File: config.mk
export PLATFORM = sky130hd
export DESIGN_NAME = rwc_store
export DESIGN_NICKNAME = d
export VERILOG_FILES = /design/src/sv/rwc_pkg.sv /design/src/sv/rwc_store.sv
export SDC_FILE = /design/constraint.sdc
export NUM_CORES = 2
export LEC_CHECK = 0
export BUFFER_PORTS_ARGS = -buffer_cell sky130_fd_sc_hd__buf_2
export CORE_MARGIN = 2
export CORE_UTILIZATION = 30
export DETAILED_ROUTE_END_ITERATION = 7
export PLACE_DENSITY = 0.45
export REMOVE_ABC_BUFFERS = 1
export SETUP_SLACK_MARGIN = 0.3
export SLEW_MARGIN = 20
export SYNTH_ARGS = -nofsm -noshare
export SYNTH_HDL_FRONTEND = slang
export SYNTH_SLANG_ARGS = --single-unit
File: constraint.sdc
create_clock -name i_clk -period 2.96 [get_ports i_clk]
set_clock_uncertainty 0.2 [all_clocks]
set_input_delay 0.592 -clock i_clk [delete_from_list [all_inputs] [get_ports i_clk]]
set_output_delay 0.592 -clock i_clk [all_outputs]
set_load 0.01 [all_outputs]
File: src/sv/rwc_pkg.sv
// Shared widths, codes, state type and control structs for the risk convolution block.
`default_nettype none
package rwc_pkg;

    localparam int RWC_MAX_TAPS = 64;
    localparam int VAL_W        = 16;
    localparam int WL_W         = 7;
    localparam int IDX_W        = 6;
    localparam int MODE_W       = 2;
    localparam int CFG_IDX_W    = 1;

    localparam logic [MODE_W-1:0] MODE_LOAD   = 2'd0;
    localparam logic [MODE_W-1:0] MODE_SAMPLE = 2'd1;
    localparam logic [MODE_W-1:0] MODE_CLEAR  = 2'd2;

    localparam logic [CFG_IDX_W-1:0] CFG_BASELINE = 1'b0;
    localparam logic [CFG_IDX_W-1:0] CFG_WINDOW   = 1'b1;

    localparam logic [WL_W-1:0] WL_RESET = 7'd64;

    typedef enum logic [2:0] {
        S_CLEAR,
        S_IDLE,
        S_RUN,
        S_DRAIN,
        S_COMB,
        S_DONE
    } t_state;

    typedef struct packed {
        logic clear;
        logic issue;
        logic hvalid;
        logic comb;
        logic finish;
    } t_mac_ctl;

    typedef struct packed {
        logic busy;
        logic out_free;
    } t_mac_stat;

endpackage
`default_nettype wire

File: src/sv/rwc_store.sv
// Weight table and circular sample history memories with registered reads.
`default_nettype none
module rwc_store
    import rwc_pkg::*;
#(
    parameter int MAX_TAPS = RWC_MAX_TAPS
) (
    input  wire                                       i_clk,
    input  wire                                       i_w_we,
    input  wire  [((MAX_TAPS > 1) ? $clog2(MAX_TAPS) : 1)-1:0] i_w_wa,
    input  wire  [VAL_W-1:0]                          i_w_wd,
    input  wire  [((MAX_TAPS > 1) ? $clog2(MAX_TAPS) : 1)-1:0] i_w_ra,
    input  wire                                       i_h_we,
    input  wire  [((MAX_TAPS > 1) ? $clog2(MAX_TAPS) : 1)-1:0] i_h_wa,
    input  wire  [VAL_W-1:0]                          i_h_wd,
    input  wire  [((MAX_TAPS > 1) ? $clog2(MAX_TAPS) : 1)-1:0] i_h_ra,
    output logic [VAL_W-1:0]                          o_w_rd,
    output logic [VAL_W-1:0]                          o_h_rd
);

    logic [VAL_W-1:0] r_wmem [MAX_TAPS];
    logic [VAL_W-1:0] r_hmem [MAX_TAPS];

    always_ff @(posedge i_clk) begin
        if (i_w_we) begin
            r_wmem[i_w_wa] <= i_w_wd;
        end
        o_w_rd <= r_wmem[i_w_ra];
    end

    always_ff @(posedge i_clk) begin
        if (i_h_we) begin
            r_hmem[i_h_wa] <= i_h_wd;
        end
        o_h_rd <= r_hmem[i_h_ra];
    end

endmodule
`default_nettype wire

### Word level (Yosys, flattened, before mapping)

Memories as Yosys holds them, arrays and structs flattened. A register that Yosys moved wholly into a read port is not among the register bits.
Index checks and enable logic that the tools add are counted.

* bits in registers: 0
* memory bits (writable): 2048
* bits of input ports: 59
* word-level logic and storage cells: 6
* memories kept: 2

Memory list
* r_hmem: depth 64, width 16, rd ports 1, clocked after Yosys merged registers in 1, write ports 1, RTL line rwc_store.sv:22 `logic [VAL_W-1:0] r_hmem [MAX_TAPS];`
* r_wmem: depth 64, width 16, rd ports 1, clocked after Yosys merged registers in 1, write ports 1, RTL line rwc_store.sv:21 `logic [VAL_W-1:0] r_wmem [MAX_TAPS];`

* mux-type cells: 4

Operators with widths (number)
* $mux 1: 4

### Longest topological paths before layout

* depth in word-level cells: 2
* depth in mapped cells: 10
* gate-level depth less buffers: 5

### Worst setup path after synthesis

Ideal clock, no wire load.

* kind: input port to flip-flop
* start point: input i_w_wa[4] in the netlist's numbering
* end point: memory r_wmem[18][0] (enable)
* setup time: 0.409 ns
* arrival: 2.368 ns
* slack: -0.017 ns
* cell stages on the path: 4
* cell sequence: clkbuf_1 > nor4bb_1 > nand2_1 > nor3_1

RTL lines
* start: declaration: RTL line rwc_store.sv:10 `input wire [((MAX_TAPS > 1) ? $clog2(MAX_TAPS) : 1)-1:0] i_w_wa,`
* end: declaration: RTL line rwc_store.sv:21

No word-level cell before the write port.

==> results by group <==
Logic synthesis
  • Main combinational cell family by area after synthesis: multiplexers
  • Fraction of the mapped netlist area in adder cells: 0%
  • Distinct cells, synth: 46
  • EDFF count, synth: 2,048
  • Mapped Cells: 3,526
  • Yosys warns: 0
  • Complex-gate fraction of the synthesized area: 2.46%
  • Mapped Area: 79,300 um2
  • Synth Area in XOR/XNOR: 0%
  • Post-Synth Simple-Gate Area: 2.16%
  • Yosys reg bits: 2,080
  • Syn_area_per_cell: between 20 and 25 um2
  • Asr flop ratio synth: 0%
  • Main synth FF type: edfxtp_1
  • Sequential area share after synthesis: 78.4%
  • Mux share of post-synthesis cell area: 15.6%

Final layout
  • Share of layout cells above drive strength 1: 35.1%
  • Layout area overhead: 21.0%
  • Nets: ~4,200
  • Final Cell Area: around 96,000 um2
  • Most frequent cells in the layout: edfxtp_1, mux4_2, buf_4
  • Most common cell after layout, fill and taps aside: edfxtp_1
  • Fillers: roughly 24,000

Drt
  • 1st-iter DRT viols: 3,432
  • DR WL/cell: 27.2 um
  • Pre-Repair DR Iteration Count: 5
  • Routed vias/inst: 4.89
  • Routed vias: 38,500
  • DRC viols: 0
  • Final WL: approximately 210,000 um
  • Post-DRT Antenna Nets: 0

STA
  • Final setup margin: 0.482 ns
  • Worst rel slew slack: 40.7%
  • Final worst-path cycle share: 83.7%
  • Tmin final: 2.48 ns
  • Pin slew with the least headroom to its limit: ~0.88 ns
  • Fmax: 0.404 GHz
  • RSZ-0062 raised after global routing: no
  • Final setup viols: 0
  • Pins Over Slew Limit: 0
  • Final Hold Viols: 0
  • Setup Total Neg Slack: 0 ns

Place
  • IO Port Bufs: 90
  • Post-DP HPWL: about 130,000 um
  • Routability cong.: around 0.76
  • Dpl ws: -0.411 ns
  • Placed inst area: between 80,000 and 90,000 um2

Die
  • IO Count: approximately 90
  • Initial Util: 30.2%
  • Die area: roughly 270,000 um2
  • Core area: between 200,000 and 300,000 um2
  • Chip height: 518 um
  • Row cnt: 188
  • Die width: slightly above 500 um

Clock network
  • Post-CTS sizing: 0
  • Setup bufs post-CTS: 0
  • Clk sink count: 2,080
  • CTS root buf: clkbuf_16
  • Clk Latency, worst-skew pair: approximately 0.92 ns
  • CTS Hold Buffers Added: 17
  • CTS tree: yes
  • Clk buf depth: 3
  • CTS Buf Count: 221
  • Worst-path clk slew: ~0.060 ns
  • Htree depth: 4

Pwr
  • Leak: around 30 nW
  • Pwr dens: 665 nW/um2
  • Total power: 0.0638 W
  • Maximum VDD drop: about 0.66 mV

Worst setup path
  • Worst r2r path cells: 5
  • Element type at the critical path end: register
  • Worst reg2reg setup slack: 0.50 ns
  • R2R Path End: o_w_rd[0]$_DFF_P_
  • Crit path DAT: 3.02 ns
  • Req. time, crit path: 3.50 ns
  • Reg-to-Reg Start: r_wmem[13][0]$_DFFE_PP_
  • Worst Setup SP: i_h_ra[1]
  • CP Launch Type: primary input
  • Crit path max fanout: 26
  • End of the critical path: o_h_rd[3]$_DFF_P_
  • Setup CP Type: primary input to register

Global routing
  • Total gr overflow: 0
  • Vias in the first global route: 39,800
  • Largest net degree at the start of global routing: 65
  • Initial antenna violation count: 20
  • Total GRT Usage: 15.8%
  • First-pass GRT wire length: just over 300,000 um

Min path
  • Worst min-delay path class: primary input to register

Flow run
  • MaxCap Viol Count: 0

Run status
  • Outcome: completed
## stage by stage
stage                     hold slack (ns)  cells  utilization, %
after global placement              0.668   7437            33.7
final                              0.0724   7871            36.5
after detailed placement            0.660   7437            33.7
after global routing               0.0499   7862            36.5
after CTS                          0.0104   7861            36.5
after floorplan                     0.491   3327               -
## worst min-delay path by stage
stage	startpoint	to	slack, ns	depth (start not counted)
after floorplan	i_h_wd[0]	r_hmem[0][0]$_DFFE_PP_	0.49	0
after global routing	i_w_wd[7]	r_wmem[3][7]$_DFFE_PP_	0.05	1
final	i_w_wd[2]	r_wmem[20][2]$_DFFE_PP_	0.07	2
after detailed placement	r_hmem[39][14]$_DFFE_PP_	o_h_rd[14]$_DFF_P_	0.66	4
after CTS	i_w_wd[2]	r_wmem[20][2]$_DFFE_PP_	0.01	2
after global placement	r_hmem[38][14]$_DFFE_PP_	o_h_rd[14]$_DFF_P_	0.67	4
## report_power, final
part / switching (W) / total, W / internal, W
Combinational: 0.00209 / 0.00352 / 0.00143
Clock: 0.0118 / 0.0276 / 0.0158
Sequential: 0.0000955 / 0.0327 / 0.0326
Total: 0.0140 / 0.0638 / 0.0498
## cells by family after synthesis
| family | Yosys count |
|---|---|
| buffers and inverters | 199 |
| AO/OA/AOI/OAI | 277 |
| multiplexers | 601 |
| flip-flops | 2080 |
| AND/OR/NAND/NOR | 369 |
## per-layer routing
metal	track usage, %	vias up	routed length (um)
li1	-	16300	-
met1	23.1	20900	99300
met2	24.3	1022	98600
met3	3.03	260	12300
met4	3.52	6	3760
met5	0	-	40
## worst max-delay path: stages
cell and delay (ns):
buf_8 0.24, buf_12 0.25, buf_4 0.26, mux4_2 0.51, nand2b_1 0.15, a311oi_1 0.65, buf_4 0.23, a211oi_1 0.05
## state kept, by name, summed over array words and instances, names as in the netlist
name and count:
r_hmem 1024, r_wmem 1024, o_h_rd 16, o_w_rd 16
## cell type report
cell class	instances	area (um2)	area share (%)
diodes	10	25.0	0.0261
clock buffers	267	5760	6.01
clock inverters	140	1560	1.63
multi-input cells	1247	16200	16.9
flip-flops and latches	2080	62100	64.8
well taps	3515	4400	4.59
repair buffers	612	5810	6.06
## synthesized netlist by cell type, types with 30 or more instances
master,count,area share (%)
dfxtp_1,32,0.81
mux2_2,30,0.43
buf_2,63,0.40
a22oi_1,45,0.43
a211oi_1,41,0.39
mux2i_1,72,0.91
o22ai_1,61,0.48
nor2_1,174,0.82
buf_4,51,0.48
nor2b_1,31,0.24
mux4_2,491,14
nand2_1,55,0.26
o21ai_0,30,0.19
edfxtp_1,2048,78
clkbuf_1,56,0.27
nand3_1,37,0.23
Note: power is estimated with default switching activity, not from simulation.
